$ cat config.mk
export PLATFORM = sky130hd
export DESIGN_NAME = line_pixel_address_stepper
export DESIGN_NICKNAME = d
export VERILOG_FILES = /design/src/hw/rtl/lpas_pkg.sv /design/src/hw/rtl/lpas_input_stage.sv /design/src/hw/rtl/lpas_line_core.sv /design/src/hw/rtl/lpas_output_stage.sv /design/src/hw/rtl/line_pixel_address_stepper.sv
export SDC_FILE = /design/constraint.sdc
export NUM_CORES = 1
export LEC_CHECK = 0
export BUFFER_PORTS_ARGS = -buffer_cell sky130_fd_sc_hd__clkbuf_2
export CORE_ASPECT_RATIO = 1.2
export CORE_MARGIN = 8
export CORE_UTILIZATION = 46
export CTS_CLUSTER_SIZE = 14
export DETAILED_ROUTE_END_ITERATION = 8
export GPL_TIMING_DRIVEN = 0
export SYNTH_ARGS = -nofsm -noshare
export SYNTH_HDL_FRONTEND = slang
export SYNTH_SLANG_ARGS = --single-unit
$ cat constraint.sdc
create_clock -name clk -period 10.29 [get_ports clk]
set_clock_uncertainty 0.2 [all_clocks]
set_input_delay 2.058 -clock clk [delete_from_list [all_inputs] [get_ports clk]]
set_output_delay 2.058 -clock clk [all_outputs]
set_load 0.01 [all_outputs]
$ cat src/hw/rtl/lpas_pkg.sv
// ----------------------------------------------------------------------------
// lpas_pkg
// Shared types and constants for the line pixel address stepper.
// ----------------------------------------------------------------------------
package lpas_pkg;

    typedef enum logic
    {
        KIND_START = 1'b0,
        KIND_STEP  = 1'b1
    } kind_t;

    localparam int ROW_STRIDE_W = 9;
    localparam logic [ROW_STRIDE_W-1:0] ROW_STRIDE_RESET = 9'd240;
    localparam int COLOR_IN_W = 16;
    localparam int COLOR_W = 8;

    // Line core status, seen by the top level
    typedef struct packed
    {
        logic line_active;
        logic one_left;
    } core_status_t;

endpackage

$ cat src/hw/rtl/lpas_input_stage.sv
// ----------------------------------------------------------------------------
// lpas_input_stage
// Input word register; holds an accepted word until the line core takes it.
// ----------------------------------------------------------------------------
module lpas_input_stage #(
    parameter int COORD_BITS = 8
) (
    input  logic                              clk,
    input  logic                              rst_n,
    input  logic                              in_valid,
    output logic                              in_ready,
    input  logic                              kind,
    input  logic [COORD_BITS-1:0]             start_x,
    input  logic [COORD_BITS-1:0]             start_y,
    input  logic [COORD_BITS-1:0]             end_x,
    input  logic [COORD_BITS-1:0]             end_y,
    input  logic [lpas_pkg::COLOR_IN_W-1:0]   color,
    input  logic                              advance,
    output logic                              item_valid,
    output logic                              item_kind,
    output logic [COORD_BITS-1:0]             item_x1,
    output logic [COORD_BITS-1:0]             item_y1,
    output logic [COORD_BITS-1:0]             item_x2,
    output logic [COORD_BITS-1:0]             item_y2,
    output logic [lpas_pkg::COLOR_W-1:0]      item_color
);
    import lpas_pkg::*;

    logic                  valid_reg;
    logic                  valid_next;
    logic                  kind_reg;
    logic [COORD_BITS-1:0] x1_reg;
    logic [COORD_BITS-1:0] y1_reg;
    logic [COORD_BITS-1:0] x2_reg;
    logic [COORD_BITS-1:0] y2_reg;
    logic [COLOR_W-1:0]    color_reg;
    logic                  take;

    assign in_ready = !valid_reg || advance;
    assign take     = in_valid && in_ready;

    always_comb
    begin
        valid_next = valid_reg;
        if (take)
        begin
            valid_next = 1'b1;
        end
        else if (advance)
        begin
            valid_next = 1'b0;
        end
    end

    always_ff @(posedge clk or negedge rst_n)
    begin
        if (!rst_n)
        begin
            valid_reg <= 1'b0;
        end
        else
        begin
            valid_reg <= valid_next;
        end
    end

    always_ff @(posedge clk)
    begin
        if (take)
        begin
            kind_reg  <= kind;
            x1_reg    <= start_x;
            y1_reg    <= start_y;
            x2_reg    <= end_x;
            y2_reg    <= end_y;
            color_reg <= color[COLOR_W-1:0];
        end
    end

    assign item_valid = valid_reg;
    assign item_kind  = kind_reg;
    assign item_x1    = x1_reg;
    assign item_y1    = y1_reg;
    assign item_x2    = x2_reg;
    assign item_y2    = y2_reg;
    assign item_color = color_reg;

endmodule

$ cat src/hw/rtl/lpas_line_core.sv
// ----------------------------------------------------------------------------
// lpas_line_core
// Line state and one Bresenham step per word: loads a line on a start word,
// gives the current pixel and advances on a step word.
// ----------------------------------------------------------------------------
module lpas_line_core #(
    parameter int COORD_BITS = 8,
    parameter int ADDR_BITS  = 16
) (
    input  logic                               clk,
    input  logic                               rst_n,
    input  logic [lpas_pkg::ROW_STRIDE_W-1:0]  row_stride,
    input  logic                               item_valid,
    input  logic                               item_kind,
    input  logic [COORD_BITS-1:0]              item_x1,
    input  logic [COORD_BITS-1:0]              item_y1,
    input  logic [COORD_BITS-1:0]              item_x2,
    input  logic [COORD_BITS-1:0]              item_y2,
    input  logic [lpas_pkg::COLOR_W-1:0]       item_color,
    input  logic                               out_free,
    output logic                               advance,
    output logic                               res_fire,
    output logic [ADDR_BITS-1:0]               res_address,
    output logic [lpas_pkg::COLOR_W-1:0]       res_color,
    output logic                               res_last,
    output lpas_pkg::core_status_t             status
);
    import lpas_pkg::*;

    localparam int ERR_W  = COORD_BITS + 2;
    localparam int CNT_W  = COORD_BITS + 1;
    localparam int PROD_W = COORD_BITS + ROW_STRIDE_W + 1;

    logic                     active_reg,   active_next;
    logic [ADDR_BITS-1:0]     addr_reg,     addr_next;
    logic signed [ERR_W-1:0]  err_reg,      err_next;
    logic [CNT_W-1:0]         left_reg,     left_next;
    logic [COORD_BITS-1:0]    adx_reg,      adx_next;
    logic [COORD_BITS-1:0]    ady_reg,      ady_next;
    logic                     xneg_reg,     xneg_next;
    logic                     yneg_reg,     yneg_next;
    logic                     xmaj_reg,     xmaj_next;
    logic [COLOR_W-1:0]       color_reg,    color_next;

    logic                     is_step;
    logic                     load;
    logic                     step;
    logic [PROD_W-1:0]        start_full;
    logic [ADDR_BITS-1:0]     stride_a;
    logic [ADDR_BITS-1:0]     one_a;
    logic [ADDR_BITS-1:0]     d_major;
    logic [ADDR_BITS-1:0]     d_minor;
    logic                     major_down;
    logic                     minor_down;
    logic [ADDR_BITS-1:0]     addr_major;
    logic [ADDR_BITS-1:0]     addr_both;
    logic signed [ERR_W-1:0]  err_add;
    logic signed [ERR_W-1:0]  err_sum;
    logic signed [ERR_W-1:0]  err_lim;
    logic signed [ERR_W-1:0]  err_sub;
    logic                     minor_step;
    logic                     s_yneg;
    logic                     s_xneg;
    logic [COORD_BITS-1:0]    s_ady;
    logic [COORD_BITS-1:0]    s_adx;
    logic                     s_xmaj;

    assign is_step  = (item_kind == KIND_STEP);
    // Step words without an active line are dropped with no result
    assign advance  = item_valid && (!is_step || !active_reg || out_free);
    assign load     = item_valid && !is_step;
    assign step     = item_valid && is_step && active_reg && out_free;
    assign res_fire = step;

    assign res_address = addr_reg;
    assign res_color   = color_reg;
    assign res_last    = (left_reg == CNT_W'(1));

    assign status.line_active = active_reg;
    assign status.one_left    = res_last;

    // Start word setup
    assign s_yneg = item_y2 < item_y1;
    assign s_xneg = item_x2 < item_x1;
    assign s_ady  = s_yneg ? (item_y1 - item_y2) : (item_y2 - item_y1);
    assign s_adx  = s_xneg ? (item_x1 - item_x2) : (item_x2 - item_x1);
    assign s_xmaj = s_adx > s_ady;
    assign start_full = PROD_W'(item_y1 * row_stride) + PROD_W'(item_x1);

    // Step datapath
    assign stride_a   = ADDR_BITS'(row_stride);
    assign one_a      = ADDR_BITS'(1);
    assign d_major    = xmaj_reg ? one_a : stride_a;
    assign d_minor    = xmaj_reg ? stride_a : one_a;
    assign major_down = xmaj_reg ? xneg_reg : yneg_reg;
    assign minor_down = xmaj_reg ? yneg_reg : xneg_reg;
    assign addr_major = major_down ? (addr_reg - d_major) : (addr_reg + d_major);
    assign addr_both  = minor_down ? (addr_major - d_minor) : (addr_major + d_minor);

    // x-major: err += dy, minor step when err > dx, err -= dx
    // y-major: err += dx, minor step when err > 0,  err -= dy
    assign err_add    = signed'(ERR_W'(xmaj_reg ? ady_reg : adx_reg));
    assign err_sum    = err_reg + err_add;
    assign err_lim    = xmaj_reg ? signed'(ERR_W'(adx_reg)) : '0;
    assign err_sub    = signed'(ERR_W'(xmaj_reg ? adx_reg : ady_reg));
    assign minor_step = err_sum > err_lim;

    always_comb
    begin
        active_next = active_reg;
        addr_next   = addr_reg;
        err_next    = err_reg;
        left_next   = left_reg;
        adx_next    = adx_reg;
        ady_next    = ady_reg;
        xneg_next   = xneg_reg;
        yneg_next   = yneg_reg;
        xmaj_next   = xmaj_reg;
        color_next  = color_reg;
        if (load)
        begin
            active_next = 1'b1;
            addr_next   = ADDR_BITS'(start_full);
            err_next    = '0;
            left_next   = (s_xmaj ? CNT_W'(s_adx) : CNT_W'(s_ady)) + CNT_W'(1);
            adx_next    = s_adx;
            ady_next    = s_ady;
            xneg_next   = s_xneg;
            yneg_next   = s_yneg;
            xmaj_next   = s_xmaj;
            color_next  = item_color;
        end
        else if (step)
        begin
            addr_next   = minor_step ? addr_both : addr_major;
            err_next    = minor_step ? (err_sum - err_sub) : err_sum;
            if (left_reg != '0)
            begin
                left_next = left_reg - CNT_W'(1);
            end
            active_next = (left_reg > CNT_W'(1));
        end
    end

    always_ff @(posedge clk or negedge rst_n)
    begin
        if (!rst_n)
        begin
            active_reg <= 1'b0;
            addr_reg   <= '0;
            err_reg    <= '0;
            left_reg   <= '0;
            adx_reg    <= '0;
            ady_reg    <= '0;
            xneg_reg   <= 1'b0;
            yneg_reg   <= 1'b0;
            xmaj_reg   <= 1'b0;
            color_reg  <= '0;
        end
        else
        begin
            active_reg <= active_next;
            addr_reg   <= addr_next;
            err_reg    <= err_next;
            left_reg   <= left_next;
            adx_reg    <= adx_next;
            ady_reg    <= ady_next;
            xneg_reg   <= xneg_next;
            yneg_reg   <= yneg_next;
            xmaj_reg   <= xmaj_next;
            color_reg  <= color_next;
        end
    end

endmodule

$ cat src/hw/rtl/lpas_output_stage.sv
// ----------------------------------------------------------------------------
// lpas_output_stage
// Result word register; holds a pixel until the downstream side takes it.
// ----------------------------------------------------------------------------
module lpas_output_stage #(
    parameter int ADDR_BITS = 16
) (
    input  logic                           clk,
    input  logic                           rst_n,
    input  logic                           res_fire,
    input  logic [ADDR_BITS-1:0]           res_address,
    input  logic [lpas_pkg::COLOR_W-1:0]   res_color,
    input  logic                           res_last,
    output logic                           out_free,
    output logic                           out_valid,
    input  logic                           out_ready,
    output logic [ADDR_BITS-1:0]           pixel_address,
    output logic [lpas_pkg::COLOR_W-1:0]   pixel_color,
    output logic                           last
);
    import lpas_pkg::*;

    logic                 valid_reg;
    logic                 valid_next;
    logic [ADDR_BITS-1:0] addr_reg;
    logic [COLOR_W-1:0]   color_reg;
    logic                 last_reg;

    assign out_free = !valid_reg || out_ready;

    always_comb
    begin
        valid_next = valid_reg;
        if (res_fire)
        begin
            valid_next = 1'b1;
        end
        else if (out_ready)
        begin
            valid_next = 1'b0;
        end
    end

    always_ff @(posedge clk or negedge rst_n)
    begin
        if (!rst_n)
        begin
            valid_reg <= 1'b0;
        end
        else
        begin
            valid_reg <= valid_next;
        end
    end

    always_ff @(posedge clk)
    begin
        if (res_fire)
        begin
            addr_reg  <= res_address;
            color_reg <= res_color;
            last_reg  <= res_last;
        end
    end

    assign out_valid     = valid_reg;
    assign pixel_address = addr_reg;
    assign pixel_color   = color_reg;
    assign last          = last_reg;

endmodule

$ cat src/hw/rtl/line_pixel_address_stepper.sv
// ----------------------------------------------------------------------------
// line_pixel_address_stepper
// Bresenham line rasterizer giving linear frame-buffer pixel addresses.
//
//   channel  direction  handshake              payload
//   cfg      in         cfg_valid / cfg_ready  row_stride
//   in       in         in_valid / in_ready    kind, start_x/y, end_x/y, color
//   out      out        out_valid / out_ready  pixel_address, pixel_color, last
//
// Input word to result word: input register, then one step of the line
// core into the output register. One word per cycle sustained unless a result
// stalls; the step path is one address add pair and one error add and compare.
// Reset clears all line state; stride returns to 240. A stalled result
// holds the output register and, through it, a step word in the input register.
// ----------------------------------------------------------------------------
module line_pixel_address_stepper #(
    parameter int COORD_BITS = 8,
    parameter int ADDR_BITS  = 16
) (
    input  logic                               clk,
    input  logic                               rst_n,
    input  logic                               cfg_valid,
    output logic                               cfg_ready,
    input  logic [lpas_pkg::ROW_STRIDE_W-1:0]  row_stride,
    input  logic                               in_valid,
    output logic                               in_ready,
    input  logic                               kind,
    input  logic [COORD_BITS-1:0]              start_x,
    input  logic [COORD_BITS-1:0]              start_y,
    input  logic [COORD_BITS-1:0]              end_x,
    input  logic [COORD_BITS-1:0]              end_y,
    input  logic [lpas_pkg::COLOR_IN_W-1:0]    color,
    output logic                               out_valid,
    input  logic                               out_ready,
    output logic [ADDR_BITS-1:0]               pixel_address,
    output logic [lpas_pkg::COLOR_W-1:0]       pixel_color,
    output logic                               last
);
    import lpas_pkg::*;

    logic [ROW_STRIDE_W-1:0] stride_reg;
    logic                    item_valid;
    logic                    item_kind;
    logic [COORD_BITS-1:0]   item_x1;
    logic [COORD_BITS-1:0]   item_y1;
    logic [COORD_BITS-1:0]   item_x2;
    logic [COORD_BITS-1:0]   item_y2;
    logic [COLOR_W-1:0]      item_color;
    logic                    advance;
    logic                    out_free;
    logic                    res_fire;
    logic [ADDR_BITS-1:0]    res_address;
    logic [COLOR_W-1:0]      res_color;
    logic                    res_last;
    core_status_t            status;

    assign cfg_ready = 1'b1;

    always_ff @(posedge clk or negedge rst_n)
    begin
        if (!rst_n)
        begin
            stride_reg <= ROW_STRIDE_RESET;
        end
        else if (cfg_valid && cfg_ready)
        begin
            stride_reg <= row_stride;
        end
    end

    lpas_input_stage #(
        .COORD_BITS (COORD_BITS)
    ) u_input (
        .clk        (clk),
        .rst_n      (rst_n),
        .in_valid   (in_valid),
        .in_ready   (in_ready),
        .kind       (kind),
        .start_x    (start_x),
        .start_y    (start_y),
        .end_x      (end_x),
        .end_y      (end_y),
        .color      (color),
        .advance    (advance),
        .item_valid (item_valid),
        .item_kind  (item_kind),
        .item_x1    (item_x1),
        .item_y1    (item_y1),
        .item_x2    (item_x2),
        .item_y2    (item_y2),
        .item_color (item_color)
    );

    lpas_line_core #(
        .COORD_BITS (COORD_BITS),
        .ADDR_BITS  (ADDR_BITS)
    ) u_core (
        .clk         (clk),
        .rst_n       (rst_n),
        .row_stride  (stride_reg),
        .item_valid  (item_valid),
        .item_kind   (item_kind),
        .item_x1     (item_x1),
        .item_y1     (item_y1),
        .item_x2     (item_x2),
        .item_y2     (item_y2),
        .item_color  (item_color),
        .out_free    (out_free),
        .advance     (advance),
        .res_fire    (res_fire),
        .res_address (res_address),
        .res_color   (res_color),
        .res_last    (res_last),
        .status      (status)
    );

    lpas_output_stage #(
        .ADDR_BITS (ADDR_BITS)
    ) u_output (
        .clk           (clk),
        .rst_n         (rst_n),
        .res_fire      (res_fire),
        .res_address   (res_address),
        .res_color     (res_color),
        .res_last      (res_last),
        .out_free      (out_free),
        .out_valid     (out_valid),
        .out_ready     (out_ready),
        .pixel_address (pixel_address),
        .pixel_color   (pixel_color),
        .last          (last)
    );

    // A result is only produced into a free output register
    a_fire_into_free: assert property (@(posedge clk) disable iff (!rst_n)
        res_fire |-> (!out_valid || out_ready))
        else $error("result produced while output register busy");

    // The final pixel of a line ends the line
    a_last_ends_line: assert property (@(posedge clk) disable iff (!rst_n)
        (res_fire && res_last) |=> !status.line_active)
        else $error("line still active after its last pixel");

    // A result always comes from an active line
    a_fire_needs_line: assert property (@(posedge clk) disable iff (!rst_n)
        res_fire |-> (status.line_active && item_valid))
        else $error("result produced with no active line");

    // Input backpressure only when a word is waiting in the input register
    a_ready_low_full: assert property (@(posedge clk) disable iff (!rst_n)
        !in_ready |-> (item_valid && !advance))
        else $error("input stalled with nothing pending");

endmodule
==> results.yml <==
pwr:
  p_int_w: 0.002708
  ir_drop_v: 0.0001960
  pwr-share-clk_pct: 12.8
  cellLeakagePower_nw: 6.517
  switching_share_pct: 49.49
  sequentialPowerShare_pct: 15.4
  power_frac_comb_pct: 71.8
  power.density_mw_per_mm2: 380.4
  p_sw_w: 0.002653
logic_synthesis:
  yosys-top-cells-area: "edfxtp_1 (16%), dfrtp_1 (14%), ha_1 (13%), fa_1 (9.1%), nand2_1 (5.7%)"
  syn_area_per_cell_um2: 9.185
  yosys_warnings: 0
  synth_top_cell_by_area: "edfxtp_1"
  syn_inst: 1365
  synth-seq-cells: 140
  syn_area_mm2: 0.01254
  ys_types: 89
  async_flop_share_pct: 52.86
  synth_edf_count: 66
  synth_top_area_share_pct: 15.81
  synthesis.nets: 1617
  synthFlopType: "dfrtp_1"
  yosysSeqAreaShare_pct: 30.62
worst_setup_path:
  end_kind: "flip-flop"
  cp_slowest_stage_delay_ns: 0.51
  crit_slowest_cell: "or4b_1"
  crit_type: "reg -> reg"
  worst_setup_path_start_kind: "flip-flop"
  worstPathRequired_ns: 10.40
  worst-path-max-fanout: 10
  worstPathArrival_ns: 6.70
cells_and_area:
  antenna_cells: 0
  area_growth_pct: 12.43
  finalNetCount: 1719
  layout-drive-gt1-share_pct: 13.11
  fill_cells: 2556
  finish.instance_area_mm2: 0.01409
  layout_commonest_cell: "nand2_1"
  final_cell_mix: "nand2_1 (189), inv_1 (145), ha_1 (132)"
sta:
  slew_headroom_pct: 36.15
  fin_crit_sh_pct: 64.11
  max_freq_mhz: 151.6
  fin_tns_setup_ns: 0
  timing.final.hold_violations: 0
  layout_min_cycle_time_ns: 6.597
  worstMarginPinSlew_ns: 0.9458
  rsz0062_at_grt: "false"
  drv_slew: 0
  setup_viol: 0
clock_tree:
  htree_num_levels: 4
  cts_sinks: 140
  cts.path.max_buffers: 2
  cts_buffers: 17
  cts_resized: 0
  post_cts_buffers: 0
  hold_buffers: 0
  cts_tree: "done"
  cts.clk_slew.worst_paths_ns: 0.07
  clk_latency_ns: 0.44
  cts-root-buf: "clkbuf_16"
grt:
  antenna_found_initial: 0
  grt_overflow_total: 0
  grt_pass1_vias: 10230
  grt_pass1_wl_um: 52990
  grt_max_degree: 62
  grt_usage_pct: 20.44
detailed_routing:
  routed_wl_um: 32870
  drc: 0
  wl_per_cell_um: 18.06
  route.vias.total: 10060
  avgViaCountPerCell: 5.530
  dr.pass1.iters: 5
  drt_iter0_drc: 451
  ant_nets: 0
placement:
  hpwl_um: 26240
  portBuffers: 80
  globalplace.congestion: 0.9508
  placed_area_mm2: 0.01345
die:
  fp-row-count: 66
  die-area_mm2: 0.03282
  die_w_um: 166.7
  ios: 91
  initial_core_util_pct: 46.43
  design.core.area_mm2: 0.02700
  die_y_um: 196.8
min_path:
  hp-class: "reg -> reg"
flow_run:
  maxCapViolations: 0
run_status:
  status: "completed"
==> metal layers <==
metal	up-vias	routed length [um]	share of wire, %	global-route usage, %
li1	4918	-	-	-
met1	4827	14060	43	24.21
met2	239	15980	49	35.38
met3	80	1567	4.8	3.883
met4	0	1265	3.8	9.790
met5	-	0	0	0
==> path summary, 6_finish.rpt <==
path,start,endpoint,slack (ns),depth (start not counted)
setup / recovery,u_core.xmaj_reg$_DFFE_PN0P_,u_core.res_address[15]$_DFFE_PN0P_,3.69,26
hold / removal,u_input.item_color[0]$_DFFE_PP_,u_core.res_color[0]$_DFFE_PN0P_,0.24,2
setup reg to reg,u_core.xmaj_reg$_DFFE_PN0P_,u_core.res_address[15]$_DFFE_PN0P_,3.69,26
hold reg to reg,u_input.item_color[0]$_DFFE_PP_,u_core.res_color[0]$_DFFE_PN0P_,0.24,2
max in group asynchronous,rst_n,u_core.err_reg[5]$_DFFE_PN0P_,7.97,2
min in group asynchronous,rst_n,stride_reg[8]$_DFFE_PN0P_,1.31,1
==> stage by stage <==
step	utilization [%]	power [W]	std cells	hold WS [ns]	setup slack [ns]
floorplan	-	0.003764	1365	0.2146	4.993
global placement	49.49	0.004582	1785	0.2191	3.894
detailed placement	49.81	0.004641	1788	0.2211	3.815
CTS	52.20	0.005360	1820	0.2397	3.749
global route	52.20	0.005889	1820	0.2653	3.259
finish	52.20	0.005361	1820	0.2383	3.693
==> cells in the mapped netlist (7+ instances only) <==
| library cell | n |
|---|---|
| a211oi_1 | 11 |
| a21boi_0 | 11 |
| a21o_1 | 26 |
| a21oi_1 | 54 |
| a31oi_1 | 15 |
| and2_1 | 37 |
| and3_1 | 10 |
| clkbuf_1 | 41 |
| dfrtp_1 | 70 |
| edfxtp_1 | 66 |
| fa_1 | 57 |
| ha_1 | 132 |
| inv_1 | 145 |
| mux2_2 | 23 |
| mux2i_1 | 11 |
| nand2_1 | 189 |
| nand2b_1 | 10 |
| nand3_1 | 30 |
| nor2_1 | 58 |
| nor2b_1 | 22 |
| nor3_1 | 21 |
| o211ai_1 | 16 |
| o21a_1 | 14 |
| o21ai_0 | 94 |
| o21bai_1 | 7 |
| or3_1 | 16 |
| xnor2_1 | 41 |
| xor2_1 | 24 |
==> worst max-delay path, delay by kind of cell, from the launching register on <==
kind	cells	cell delay [ns]
buffers and inverters	4	1.45
and+or+nand+nor	7	1.16
DFF	1	0.34
AOI/OAI and AO/OA	9	1.82
adders and majority gates	3	0.91
xor gates and xnor gates	3	0.58
==> layout make-up <==
class	instances	area [um^2]	area share, %
clock inverters	15	220.2	1.562
repair buffers	83	478.0	3.391
plain buffers	52	234.0	1.660
inverters	147	551.8	3.915
flip-flops and latches	140	3839	27.23
clock buffers	17	425.4	3.018
multi-input cells	1026	7921	56.20
well taps	340	425.4	3.018
==> cell families after synthesis <==
| logic type | count (synthesis) | share of synthesized area (%) |
|---|---|---|
| XOR/XNOR | 67 | 4.800 |
| AND/OR/NAND/NOR | 426 | 16.51 |
| multiplexers | 36 | 3.174 |
| flip-flops | 140 | 30.62 |
| other | 1 | 0.02991 |
| AO/OA/AOI/OAI | 307 | 16.34 |
| buffers and inverters | 199 | 6.257 |
| adder cells (fa/ha/maj) | 189 | 22.28 |
==> power groups by stage <==
stage / registers (W) / clock network [W] / logic (W)
global placement: 0.000834 / 0 / 0.00375
detailed placement: 0.000835 / 0 / 0.00381
finish: 0.000827 / 0.000685 / 0.00385
global route: 0.000839 / 0.000718 / 0.00433
floorplan: 0.000798 / 0 / 0.00297
CTS: 0.000825 / 0.000695 / 0.00384
No activity file was read; power rests on OpenSTA's default activity.
